`src/rtl/ssxy_pkg.sv`:
```
`timescale 1ns / 1ps

package ssxy_pkg;

    localparam int INDEX_BITS = 20;

    // working widths, all derived from the index width
    localparam int M_W = INDEX_BITS + 1;   // index + 1
    localparam int S_W = (M_W + 1) / 2;    // integer square root
    localparam int R_W = S_W;              // ring number
    localparam int A_W = R_W + 3;          // offset within a ring, below 8r
    localparam int C_W = R_W + 2;          // signed coordinate before wrapping
    localparam int T_W = 2 * S_W + 1;      // trial term of the root recurrence

    // result field widths
    localparam int X_W    = 11;
    localparam int Y_W    = 11;
    localparam int RING_W = 10;

    typedef struct packed {
        logic [M_W-1:0] m;
        logic [S_W-1:0] root;
    } t_root;

endpackage

```
`src/rtl/ssxy_in_if.sv`:
```
`timescale 1ns / 1ps

interface ssxy_in_if import ssxy_pkg::*; ();
    logic                  valid;
    logic                  ready;
    logic [INDEX_BITS-1:0] index;

    modport source (output valid, output index, input ready);
    modport sink   (input valid, input index, output ready);
endinterface

```
`src/rtl/ssxy_out_if.sv`:
```
`timescale 1ns / 1ps

interface ssxy_out_if import ssxy_pkg::*; ();
    logic                    valid;
    logic                    ready;
    logic signed [X_W-1:0]   x_coord;
    logic signed [Y_W-1:0]   y_coord;
    logic [RING_W-1:0]       ring;

    modport source (output valid, output x_coord, output y_coord, output ring, input ready);
    modport sink   (input valid, input x_coord, input y_coord, input ring, output ready);
endinterface

```
`src/rtl/ssxy_isqrt.sv`:
```
`timescale 1ns / 1ps

module ssxy_isqrt import ssxy_pkg::*; (
    input  logic       i_clk,
    input  logic       i_rst_n,
    ssxy_in_if.sink    i_idx,
    output logic       o_valid,
    input  logic       i_ready,
    output t_root      o_root
);

    logic [S_W-1:0] r_vld;
    logic [S_W:0]   w_go;
    logic [M_W-1:0] r_m    [S_W];
    logic [S_W-1:0] r_root [S_W];
    logic [M_W-1:0] r_rem  [S_W-1];

    assign w_go[S_W]   = i_ready;
    assign i_idx.ready = w_go[0];

    // one result bit per stage, most significant first
    for (genvar k = 0; k < S_W; k++) begin : g_stage
        localparam int I = S_W - 1 - k;

        logic           w_vld_in;
        logic [M_W-1:0] w_m_in;
        logic [M_W-1:0] w_rem_in;
        logic [S_W-1:0] w_root_in;
        logic [T_W-1:0] w_term;
        logic           w_fit;
        logic [S_W-1:0] n_root;

        if (k == 0) begin : g_head
            assign w_vld_in  = i_idx.valid;
            assign w_m_in    = {1'b0, i_idx.index} + M_W'(1);
            assign w_rem_in  = w_m_in;
            assign w_root_in = '0;
        end else begin : g_body
            assign w_vld_in  = r_vld[k-1];
            assign w_m_in    = r_m[k-1];
            assign w_rem_in  = r_rem[k-1];
            assign w_root_in = r_root[k-1];
        end

        // (root + 2^I)^2 - root^2 = root * 2^(I+1) + 2^(2I)
        assign w_term = (T_W'(w_root_in) << (I + 1)) | (T_W'(1) << (2 * I));
        assign w_fit  = T_W'(w_rem_in) >= w_term;
        assign n_root = w_fit ? (w_root_in | (S_W'(1) << I)) : w_root_in;

        assign w_go[k] = !r_vld[k] || w_go[k+1];

        always_ff @(posedge i_clk) begin
            if (!i_rst_n) begin
                r_vld[k] <= 1'b0;
            end else if (w_go[k]) begin
                r_vld[k] <= w_vld_in;
            end
        end

        always_ff @(posedge i_clk) begin
            if (w_go[k]) begin
                r_m[k]    <= w_m_in;
                r_root[k] <= n_root;
            end
        end

        if (k < S_W - 1) begin : g_rem
            logic [M_W-1:0] n_rem;
            assign n_rem = w_fit ? M_W'(T_W'(w_rem_in) - w_term) : w_rem_in;

            always_ff @(posedge i_clk) begin
                if (w_go[k]) begin
                    r_rem[k] <= n_rem;
                end
            end
        end
    end

    assign o_valid     = r_vld[S_W-1];
    assign o_root.m    = r_m[S_W-1];
    assign o_root.root = r_root[S_W-1];

endmodule

```
`src/rtl/ssxy_face.sv`:
```
`timescale 1ns / 1ps

module ssxy_face import ssxy_pkg::*; (
    input  logic       i_clk,
    input  logic       i_rst_n,
    input  logic       i_valid,
    output logic       o_ready,
    input  t_root      i_root,
    ssxy_out_if.source o_xy
);

    typedef enum logic [1:0] {
        FACE_LOW   = 2'd0,
        FACE_RIGHT = 2'd1,
        FACE_HIGH  = 2'd2,
        FACE_LEFT  = 2'd3
    } t_face;

    logic w_go1, w_go2, w_go3, w_go4;

    // stage 1: ring and r*(r-1)
    logic [S_W-1:0]     w_rm1;
    logic [R_W-1:0]     w_r;
    logic [2*R_W-1:0]   w_prod;
    logic               r1_vld;
    logic [R_W-1:0]     r1_r;
    logic [2*R_W-1:0]   r1_prod;
    logic [M_W-1:0]     r1_m;

    assign w_rm1  = (i_root.root - S_W'(1)) >> 1;
    assign w_r    = R_W'(w_rm1) + R_W'(1);
    assign w_prod = (2*R_W)'(w_r) * (2*R_W)'(w_rm1);

    // stage 2: offset within the ring
    logic [M_W-1:0] w_d;
    logic [A_W-1:0] w_d_a;
    logic [A_W-1:0] w_eight_r;
    logic [A_W-1:0] w_a;
    logic           r2_vld;
    logic [R_W-1:0] r2_r;
    logic [A_W-1:0] r2_a;

    // inner points p = 4r(r-1) never exceed index, so the difference is exact
    assign w_d       = r1_m - M_W'({r1_prod, 2'b00});
    assign w_d_a     = A_W'(w_d);
    assign w_eight_r = A_W'(r1_r) << 3;
    assign w_a       = (w_d_a == w_eight_r) ? '0 : w_d_a;

    // stage 3: face and place on it
    logic [A_W-1:0] w_two_r, w_four_r, w_six_r;
    t_face          w_face;
    logic [A_W-1:0] w_base;
    logic           r3_vld;
    logic [R_W-1:0] r3_r;
    t_face          r3_face;
    logic [R_W:0]   r3_e;

    assign w_two_r  = A_W'(r2_r) << 1;
    assign w_four_r = A_W'(r2_r) << 2;
    assign w_six_r  = w_two_r + w_four_r;

    always_comb begin
        if (r2_a >= w_six_r) begin
            w_face = FACE_LEFT;
            w_base = w_six_r;
        end else if (r2_a >= w_four_r) begin
            w_face = FACE_HIGH;
            w_base = w_four_r;
        end else if (r2_a >= w_two_r) begin
            w_face = FACE_RIGHT;
            w_base = w_two_r;
        end else begin
            w_face = FACE_LOW;
            w_base = '0;
        end
    end

    // stage 4: coordinates, wrapped to the result widths
    logic signed [C_W-1:0] w_rs, w_es, w_x, w_y;
    logic                  r_vld;
    logic signed [X_W-1:0] r_x;
    logic signed [Y_W-1:0] r_y;
    logic [RING_W-1:0]     r_ring;

    assign w_rs = signed'({2'b00, r3_r});
    assign w_es = signed'({1'b0, r3_e});

    always_comb begin
        unique case (r3_face)
            FACE_LOW: begin
                w_x = w_es - w_rs;
                w_y = -w_rs;
            end
            FACE_RIGHT: begin
                w_x = w_rs;
                w_y = w_es - w_rs;
            end
            FACE_HIGH: begin
                w_x = w_rs - w_es;
                w_y = w_rs;
            end
            default: begin
                w_x = -w_rs;
                w_y = w_rs - w_es;
            end
        endcase
    end

    // a stage advances when it is empty or the next one advances
    assign w_go4   = !r_vld  || o_xy.ready;
    assign w_go3   = !r3_vld || w_go4;
    assign w_go2   = !r2_vld || w_go3;
    assign w_go1   = !r1_vld || w_go2;
    assign o_ready = w_go1;

    always_ff @(posedge i_clk) begin
        if (!i_rst_n) begin
            r1_vld <= 1'b0;
            r2_vld <= 1'b0;
            r3_vld <= 1'b0;
            r_vld  <= 1'b0;
        end else begin
            if (w_go1) begin
                r1_vld <= i_valid;
            end
            if (w_go2) begin
                r2_vld <= r1_vld;
            end
            if (w_go3) begin
                r3_vld <= r2_vld;
            end
            if (w_go4) begin
                r_vld <= r3_vld;
            end
        end
    end

    always_ff @(posedge i_clk) begin
        if (w_go1) begin
            r1_r    <= w_r;
            r1_prod <= w_prod;
            r1_m    <= i_root.m;
        end
        if (w_go2) begin
            r2_r <= r1_r;
            r2_a <= w_a;
        end
        if (w_go3) begin
            r3_r    <= r2_r;
            r3_face <= w_face;
            r3_e    <= (R_W+1)'(r2_a - w_base);
        end
        if (w_go4) begin
            r_x    <= X_W'(w_x);
            r_y    <= Y_W'(w_y);
            r_ring <= RING_W'(r3_r);
        end
    end

    assign o_xy.valid   = r_vld;
    assign o_xy.x_coord = r_x;
    assign o_xy.y_coord = r_y;
    assign o_xy.ring    = r_ring;

endmodule

```
`src/rtl/square_spiral_index_to_xy_unit.sv`:
```
`timescale 1ns / 1ps
// Square spiral index to (x, y, ring).
// Input channel i_idx carries one index per transfer; output channel o_xy
// carries the signed x and y of that spiral point and the ring that holds it.
// The centre point is not counted, so index 0 gives (0, -1) on ring 1.
// Both channels use valid/ready; a transfer happens when both are high.
// The pipeline has one stage per bit of the integer square root of index + 1,
// then ring/product, ring offset, face select and the output register.
// Throughput: one index per cycle; every stage holds its own valid bit, so
// a new index is taken each cycle while the pipeline moves.
// When the receiver holds o_xy.ready low, the result stays on o_xy and the
// stages behind it fill up; i_idx.ready falls only once every stage is full.
// Nothing is lost or repeated across a stall.
// Reset (i_rst_n low, synchronous) empties the pipeline; the block keeps no
// other state.
module square_spiral_index_to_xy_unit import ssxy_pkg::*; (
    input  logic       i_clk,
    input  logic       i_rst_n,
    ssxy_in_if.sink    i_idx,
    ssxy_out_if.source o_xy
);

    logic  w_root_vld;
    logic  w_root_rdy;
    t_root w_root;

    ssxy_isqrt u_isqrt (
        .i_clk   (i_clk),
        .i_rst_n (i_rst_n),
        .i_idx   (i_idx),
        .o_valid (w_root_vld),
        .i_ready (w_root_rdy),
        .o_root  (w_root)
    );

    ssxy_face u_face (
        .i_clk   (i_clk),
        .i_rst_n (i_rst_n),
        .i_valid (w_root_vld),
        .o_ready (w_root_rdy),
        .i_root  (w_root),
        .o_xy    (o_xy)
    );

    // input backs up only when the whole pipeline is full
    a_full_before_stall: assert property (@(posedge i_clk) disable iff (!i_rst_n)
        !i_idx.ready |-> (o_xy.valid && w_root_vld))
        else $error("input stalled with a bubble in the pipeline");

    a_root_holds: assert property (@(posedge i_clk) disable iff (!i_rst_n)
        (w_root_vld && !w_root_rdy) |=> (w_root_vld && $stable(w_root)))
        else $error("square root result changed while stalled");

    a_root_nonzero: assert property (@(posedge i_clk) disable iff (!i_rst_n)
        w_root_vld |-> (w_root.root != '0))
        else $error("square root of index + 1 is zero");

    // every point lies on the border of its ring
    a_on_ring: assert property (@(posedge i_clk) disable iff (!i_rst_n)
        o_xy.valid |-> ((o_xy.x_coord == $signed({1'b0, o_xy.ring}))
                     || (o_xy.x_coord == -$signed({1'b0, o_xy.ring}))
                     || (o_xy.y_coord == $signed({1'b0, o_xy.ring}))
                     || (o_xy.y_coord == -$signed({1'b0, o_xy.ring}))))
        else $error("result point is not on its ring");

endmodule
```
`src/flat_wrapper.sv`:
```
// flat-port wrapper written by rule: the top's interface ports become plain ports
module square_spiral_index_to_xy_unit_flat import ssxy_pkg::*;
  (i_clk, i_rst_n, i_idx_valid, i_idx_index, i_idx_ready, o_xy_valid, o_xy_x_coord, o_xy_y_coord, o_xy_ring, o_xy_ready);
  ssxy_in_if i_idx_i ();
  ssxy_out_if o_xy_i ();
  input  logic i_clk;
  input  logic i_rst_n;
  input wire logic [$bits(i_idx_i.valid)-1:0] i_idx_valid;
  input wire logic [$bits(i_idx_i.index)-1:0] i_idx_index;
  output wire logic [$bits(i_idx_i.ready)-1:0] i_idx_ready;
  output wire logic [$bits(o_xy_i.valid)-1:0] o_xy_valid;
  output wire logic [$bits(o_xy_i.x_coord)-1:0] o_xy_x_coord;
  output wire logic [$bits(o_xy_i.y_coord)-1:0] o_xy_y_coord;
  output wire logic [$bits(o_xy_i.ring)-1:0] o_xy_ring;
  input wire logic [$bits(o_xy_i.ready)-1:0] o_xy_ready;
  assign i_idx_i.valid = i_idx_valid;
  assign i_idx_i.index = i_idx_index;
  assign i_idx_ready = i_idx_i.ready;
  assign o_xy_valid = o_xy_i.valid;
  assign o_xy_x_coord = o_xy_i.x_coord;
  assign o_xy_y_coord = o_xy_i.y_coord;
  assign o_xy_ring = o_xy_i.ring;
  assign o_xy_i.ready = o_xy_ready;
  square_spiral_index_to_xy_unit u_core (.i_clk(i_clk), .i_rst_n(i_rst_n), .i_idx(i_idx_i), .o_xy(o_xy_i));
endmodule
```
`config.mk`:
```
export PLATFORM = sky130hd
export DESIGN_NAME = square_spiral_index_to_xy_unit_flat
export DESIGN_NICKNAME = d
export VERILOG_FILES = /design/src/rtl/ssxy_pkg.sv /design/src/rtl/ssxy_in_if.sv /design/src/rtl/ssxy_out_if.sv /design/src/rtl/ssxy_isqrt.sv /design/src/rtl/ssxy_face.sv /design/src/rtl/square_spiral_index_to_xy_unit.sv /design/src/flat_wrapper.sv
export SDC_FILE = /design/constraint.sdc
export NUM_CORES = 1
export LEC_CHECK = 0
export CORE_ASPECT_RATIO = 0.7
export CORE_UTILIZATION = 56
export DETAILED_ROUTE_END_ITERATION = 6
export DONT_BUFFER_PORTS = 1
export GPL_ROUTABILITY_DRIVEN = 0
export HOLD_SLACK_MARGIN = 0.06
export PLACE_DENSITY = 0.72
export SLEW_MARGIN = 20
export SYNTH_ARGS = -nofsm -noshare
export SYNTH_HDL_FRONTEND = slang
export SYNTH_SLANG_ARGS = --single-unit
```
`constraint.sdc`:
```
create_clock -name i_clk -period 10.1 [get_ports i_clk]
set_input_delay 1.01 -clock i_clk [delete_from_list [all_inputs] [get_ports i_clk]]
set_output_delay 1.01 -clock i_clk [all_outputs]
set_load 0.01 [all_outputs]
```
==> metrics.md, run 1 <==
| Metric | Value |
|---|---|
| Pin count of the biggest net entering global routing | 44 |
| Effective utilization at floorplan | 56.93% |
| Peak VDD IR | 0.3356 mV |
| Final net count | 2320 |
| Wire per inst | 18.18 um |
| Simple-Gate Fraction of Synth Area | 10.47% |
| Number of fillers in the final layout | 3373 |
| Most used flip-flop cell after synthesis | edfxtp_1 |
| Largest family of logic cells by synthesized area | adder cells |
| Max Cap Violations | 0 |
| First-pass GRT wire length | 78320 um |
| DRT iter0 DRCs | roughly 1.4k |
| Crit-path most repeated cell | inv_1 |
| Max Root-Sink Buffers | 3 |
| Worst hold path class | flip-flop to flip-flop |
| Pwr Density | 337.2 mW/mm^2 |
| Power Total | between 9 and 10 mW |
| Fin crit period | 7232 ps |
| CTS tree | built |
| Final instance area | approximately 0.027 mm^2 |
| Slew @ Worst Pin | 1054 ps |
| Synthesized area | 0.02489 mm^2 |
| Final ANT Viol Nets | 0 |
| Total placed cells including tap cells | 2607 |
| Antenna cells | 0 |
| CP required | 10420 ps |
| CTS Root Cell | clkbuf_16 |
| Max incr delay on CP | 730 ps |
| Cells after Synth | 2035 |
| Dominant cell type by area after synthesis | edfxtp_1 |
| Synth top cells by count | edfxtp_1 (448), inv_1 (229), ha_1 (194) |
| Critical Path Sink Type | flip-flop |
| Layout cells sized above 1 | 6.056% |
| GR Util met1 | 33.43% |
| Avg Cell Area, Syn | approximately 12 um^2 |
| Pre-CTS WS | 2978 ps |
| Vias | 15.27k |
| GRT Max-Usage Layer | met1 |
| First-pass iteration count of the detailed router | 6 |
| Endpoints failing setup | 0 |
| Die width | 254.0 um |
| Hold_buf cts | 0 |
| EDFF count, synth | 448 |
| Post-Synth XOR/XNOR Area | ~6.3% |
| Clock Skew | 27.06 ps |
| Post-synthesis async set-or-reset flop share | 0% |
| Grt total ovfl | 0 |
| PnR worst setup slack | 2868 ps |
| Synth top area share | 54.04% |
| Seq/Total Area, Yosys | 55.25% |
| Post-synthesis mux area share | 2.056% |
| Final Cycle Share | 71.61% |
| Overall routing resource usage | 22.14% |
| Adder-cell area share of the yosys netlist | between 10% and 20% |
| Clock Latency Late Sink | 580 ps |
| Mapped Nets | 2295 |
| Vias in the first global route | 14.94k |
| Arr. time, crit path | ~7600 ps |
| Hold Fails Final Rpt | 0 |
| FF+latch count, synth | 463 |
| P_leak | between 10 and 15 nW |
| Slowest cell on crit path | xor2_1 |
| Outcome | finished, final reports clean |
| DIE HEIGHT | 178.4 um |
| TritonCTS buffer count | 45 |
| Max FO, Critical Path | 11 |
| Die area | between 0.04 and 0.05 mm^2 |
| Io pins | 58 |
| GR met2 Demand/Resource | 32.56% |
| Count leader, synth | edfxtp_1 |
| DRT Wirelength | approximately 50000 um |
| Residual DRC | 0 |
| Ranking of synthesized cells by area | edfxtp_1 (54%), ha_1 (9.8%), xnor2_1 (4.0%) |
| Critical Path Source Type | flip-flop |
| DP HPWL | 37160 um |
| Placed cell area | 0.02559 mm^2 |
| Area Growth Syn to Fin | 8.781% |
| Setup TNS | 0 ps |
| Fmax | roughly 0.14 GHz |
| Layout Cells excl Fill | 2691 |
| Via density | 5.676 |
| Slew Limit Fails | 0 |
| Yosys warning count | 0 |
| Synth Area in Compound Gates | 8.756% |
| Initial antenna violation count | 4 |
| Kind of critical path | flip-flop to flip-flop |
| RSZ-0062 raised after global routing | no |
| Rel. slew slack | 29.19% |
| Clock sinks | 463 |
| Setup repair bufs after CTS | 0 |
| Yosys cell types | 77 |
| Site Rows | 64 |
| Reg clk slew, reported paths | about 60 ps |
| H-tree Lvls | 2 |
| Placeable Area | 0.04372 mm^2 |
| CTS resizes | 0 |
| Met3 Use GR | 4.874% |
| I/O Buffers | 0 |
==> kinds of logic after synthesis <==
kind of cell / Yosys count
buffers and inverters: 264
adders and majority gates: 236
xor gates and xnor gates: 177
muxes: 33
other: 1
and+or+nand+nor: 517
AOI/OAI and AO/OA: 344
DFF: 463
==> layer usage <==
metal / vias up / share of wire (%)
met5: - / 0
met4: 0 / 1.9
met3: 63 / 7.5
met2: 424 / 42
met1: 7445 / 49
li1: 7341 / -
==> cell usage in the layout, fill, tap and decap left out, types with 8 or more instances in the layout <==
master	count
a211oi_1	9
a21boi_0	8
a21o_1	42
a21oi_1	98
and2_1	10
and3_1	20
buf_4	11
clkbuf_16	45
clkinv_1	12
clkinv_2	10
dfxtp_1	15
edfxtp_1	448
fa_1	42
ha_1	194
inv_1	228
mux2i_1	14
mux4_2	14
nand2_1	131
nand2b_1	32
nand3_1	32
nand4_1	13
nor2_1	121
nor2b_1	32
nor3_1	41
nor4_1	29
o21a_1	34
o21ai_0	71
o21bai_1	21
o31ai_1	10
or2_2	8
or3_1	11
xnor2_1	115
xor2_1	60
==> through the flow <==
step                util, %  hold slack, ps
floorplan                 -           400.3
global placement      58.53           403.8
detailed placement    58.53           404.5
CTS                   61.91           405.9
global route          61.93           421.0
finish                61.93           415.7
==> worst max-delay path, delay by kind of cell (launching register included) <==
kind	cells	cell delay, ps
AO/OA/AOI/OAI	5	1000
adder cells (fa/ha/maj)	7	3190
AND/OR/NAND/NOR	3	610
XOR/XNOR	4	1340
flip-flops	1	460
buffers and inverters	6	370
==> flip-flops by register name, indices dropped and copies added (netlist names), 2 cells and up <==
name,count
u_core.u_face.o_xy.x_coord,11
u_core.u_face.r3_face,2
u_core.u_face.r3_e,11
u_core.u_face.r1_prod,10
u_core.u_isqrt.g_stage.w_vld_in,10
u_core.u_face.r1_m,14
u_core.u_isqrt.r_rem,120
u_core.u_face.o_xy.ring,10
u_core.u_face.r2_a,14
u_core.u_face.r3_r,11
u_core.u_isqrt.r_m,146
u_core.u_face.o_xy.y_coord,11
u_core.u_face.r1_r,11
u_core.u_isqrt.r_root,66
u_core.u_face.r2_r,11
==> cell type report <==
cell class | instances | area [um^2] | area share (%)
clock buffer | 51 | 1159 | 4.279
timing repair buffer | 11 | 82.58 | 0.3050
tap | 594 | 743.2 | 2.745
sequential | 463 | 13750 | 50.79
inverter | 231 | 867.1 | 3.202
clock inverter | 33 | 319.1 | 1.178
multi-input combinational | 1308 | 10150 | 37.50
==> worst paths after layout <==
check | cells past startpoint | endpoint | startpoint | slack, ps
hold reg to reg | 0 | u_core.u_isqrt.r_m[8][13]$_DFFE_PP_ | u_core.u_isqrt.r_m[7][13]$_DFFE_PP_ | 420
setup reg to reg | 25 | u_core.u_face.r1_prod[11]$_DFFE_PP_ | u_core.u_isqrt.r_root[10][1]$_DFFE_PP_ | 2870
hold / removal | 0 | u_core.u_isqrt.r_m[8][13]$_DFFE_PP_ | u_core.u_isqrt.r_m[7][13]$_DFFE_PP_ | 420
setup / recovery | 25 | u_core.u_face.r1_prod[11]$_DFFE_PP_ | u_core.u_isqrt.r_root[10][1]$_DFFE_PP_ | 2870
==> power breakdown <==
group | leakage [nW] | internal (mW) | total (mW) | switching (mW)
sequential | 4.85 | 2.81 | 3.21 | 0.391
combinational | 5.67 | 1.98 | 4.27 | 2.30
clock | 0.709 | 0.916 | 1.65 | 0.737
total | 11.2 | 5.71 | 9.13 | 3.42
Power figures use the tool's default switching activity.
==> run 2, diff against run 1 <==
==> constraint.sdc (replaced) <==
create_clock -name i_clk -period 7.5 [get_ports i_clk]
set_input_delay 0.75 -clock i_clk [delete_from_list [all_inputs] [get_ports i_clk]]
set_output_delay 0.75 -clock i_clk [all_outputs]
set_load 0.01 [all_outputs]
==> metrics.md, run 2 (synthesis results as in run 1) <==
| Metric | Value |
|---|---|
| Outcome | finished, final reports clean (unchanged) |
| CTS resizes | 0 (unchanged) |
| Hold Fails Final Rpt | 0 (unchanged) |
| Wire per inst | 18.21 um (was 18.18 um) |
| Top reg by flops | u_core.u_isqrt.r_m (unchanged) |
| Slew @ Worst Pin | 1105 ps (was 1054 ps) |
| Vias | 15.21k (was 15.27k) |
| CP required | 7830 ps (was 10420 ps) |
| Largest regs | u_core.u_isqrt.r_m x146, u_core.u_isqrt.r_rem x120, u_core.u_isqrt.r_root x66 (unchanged) |
| Residual DRC | 0 (unchanged) |
| CTS tree | built (unchanged) |
| Effective utilization at floorplan | 56.93% (unchanged) |
| Kind of critical path | flip-flop to flip-flop (unchanged) |
| Max incr delay on CP | 620 ps (was 730 ps) |
| Slew Limit Fails | 0 (unchanged) |
| Peak VDD IR | 0.6152 mV (was 0.3356 mV) |
| Arr. time, crit path | 7370 ps (was 7550 ps) |
| DP HPWL | 37040 um (was 37160 um) |
| Pwr Density | 453.0 mW/mm^2 (was 337.2 mW/mm^2) |
| Max FO, Critical Path | 9 (was 11) |
| Worst path cell trace | inv_1 > ha_1 > xnor2_1 > clkinv_1 > ha_1 > nand3_1 > a31oi_1 > nor3b_2 > xnor2_1 > nand2_1 > fa_1 > fa_1 > fa_1 > fa_1 > inv_1 > fa_1 > xnor2_1 > xnor2_1 > xnor2_1 > xnor2_1 > xnor2_1 > xnor2_2 > xnor2_1 > xnor2_1 |
| Vias in the first global route | 14.88k (was 14.94k) |
| TritonCTS buffer count | 45 (unchanged) |
| Io pins | 58 (unchanged) |
| CTS Root Cell | clkbuf_16 (unchanged) |
| Hold_buf cts | 0 (unchanged) |
| Clock Skew | 36.73 ps (was 27.06 ps) |
| Area Growth Syn to Fin | 8.801% (was 8.781%) |
| Overall routing resource usage | 22.39% (was 22.14%) |
| Fin crit period | 7043 ps (was 7232 ps) |
| Critical Path Source Type | flip-flop (unchanged) |
| Setup repair bufs after CTS | 0 (unchanged) |
| Most frequent cells in the layout | edfxtp_1 (448), inv_1 (228), ha_1 (194) (unchanged) |
| Pin count of the biggest net entering global routing | 40 (was 44) |
| Final Cycle Share | 93.91% (was 71.61%) |
| DIE HEIGHT | 178.4 um (unchanged) |
| Placeable Area | 0.04372 mm^2 (unchanged) |
| Worst hold path class | primary input to flip-flop (was flip-flop to flip-flop) |
| Rel. slew slack | 26.16% (was 29.19%) |
| Final net count | 2323 (was 2320) |
| Grt total ovfl | 0 (unchanged) |
| Die width | 254.0 um (unchanged) |
| Crit-path most repeated cell | xnor2_1 (was inv_1) |
| Final ANT Viol Nets | 0 (unchanged) |
| Via density | 5.651 (was 5.676) |
| Site Rows | 64 (unchanged) |
| PnR worst setup slack | 456.9 ps (was 2868 ps) |
| Max Cap Violations | 0 (unchanged) |
| Pre-CTS WS | 591.2 ps (was 2978 ps) |
| Clock Latency Late Sink | 590 ps (was 580 ps) |
| Crit-path leading delay family | adder cells (unchanged) |
| Antenna cells | 0 (unchanged) |
| DRT iter0 DRCs | 1334 (was 1399) |
| Max Root-Sink Buffers | 3 (unchanged) |
| Critical Path Sink Type | flip-flop (unchanged) |
| Largest register FFs | 146 (unchanged) |
| Slowest cell on crit path | fa_1 (was xor2_1) |
| RSZ-0062 raised after global routing | no (unchanged) |
| First-pass iteration count of the detailed router | 5 (was 6) |
| Final core utilization | 61.94% (was 61.93%) |
| Power Total | 12.27 mW (was 9.130 mW) |
| Endpoints failing setup | 0 (unchanged) |
| Buf+Inv Stages, Crit Path | 3 (was 6) |
| Fmax | 0.1420 GHz (was 0.1383 GHz) |
| DRT Wirelength | 49000 um (was 48920 um) |
| Die area | 0.04531 mm^2 (unchanged) |
| I/O Buffers | 0 (unchanged) |
| P_leak | 11.24 nW (was 11.23 nW) |
| Clock sinks | 463 (unchanged) |
| Layout cells sized above 1 | 6.295% (was 6.056%) |
| First-pass GRT wire length | 78920 um (was 78320 um) |
| H-tree Lvls | 2 (unchanged) |
| Initial antenna violation count | 3 (was 4) |
| Reg clk slew, reported paths | 70 ps (was 60 ps) |
| Most common cell after layout, fill and taps aside | edfxtp_1 (unchanged) |
| Setup TNS | 0 ps (unchanged) |
-- run 2: changes by cell type in the layout (fill, tap and decap cells not counted), sizes merged --
cell | before | now
bufinv | 3 | 0
clkbuf | 51 | 63
buf | 11 | 14
clkinv | 27 | 16
clkinvlp | 4 | 3
-- run 2: per-stage QoR --
| step | instances | hold WS, ps | cell area (um^2) |
|---|---|---|---|
| 5_1_grt | 2691 | 257.5 | 27080 |
| 2_1_floorplan | 2035 | 400.3 | 24890 |
| 3_5_place_dp | 2610 | 404.5 | 25610 |
| 3_3_place_gp | 2610 | 404.8 | 25610 |
| 6_report | 2691 | 285.0 | 27080 |
| 4_1_cts | 2691 | 252.5 | 27070 |
-- run 2: layout make-up --
cell class	instances	area, um^2
flip-flops and latches	463	13750
clock inverters	18	177.7
multi-input cells	1308	10150
clock buffers	63	1284
well taps	594	743.2
repair buffers	14	105.1
inverters	231	867.1
fillers	3396	16640
-- run 2: worst paths after layout --
check / depth (start not counted) / from / endpoint / slack, ps
worst max-delay path: 24 / u_core.u_isqrt.r_root[10][0]$_DFFE_PP_ / u_core.u_face.r1_prod[11]$_DFFE_PP_ / 460
worst min-delay path: 1 / i_idx_index[0] / u_core.u_isqrt.r_rem[0][0]$_DFFE_PP_ / 280
worst max register to register: 24 / u_core.u_isqrt.r_root[10][0]$_DFFE_PP_ / u_core.u_face.r1_prod[11]$_DFFE_PP_ / 460
worst min register to register: 0 / u_core.u_isqrt.r_m[9][6]$_DFFE_PP_ / u_core.u_isqrt.r_m[10][6]$_DFFE_PP_ / 410
-- run 2: worst register-to-register path, stage by stage, from the launching register on --
cell and delay [ps]:
edfxtp_1 400, inv_1 100, ha_1 290, xnor2_1 420, clkinv_1 380, ha_1 330
nand3_1 110, a31oi_1 100, nor3b_2 200, xnor2_1 460, nand2_1 160, fa_1 620
fa_1 450, fa_1 490, fa_1 550, inv_1 50, fa_1 420, xnor2_1 190
xnor2_1 150, xnor2_1 150, xnor2_1 110, xnor2_1 260, xnor2_2 150, xnor2_1 160
xnor2_1 90
-- run 2: routing by layer --
metal	vias to the layer above	track usage, %	part of all wire (%)
met5	-	0	0
met4	0	5.472	1.9
li1	7353	-	-
met1	7325	33.90	49
met3	78	5.545	7.9
met2	450	32.19	41
-- run 2: power breakdown --
part | switching, mW | internal [mW]
logic | 3.09 | 2.67
registers | 0.525 | 3.79
clock network | 0.987 | 1.21
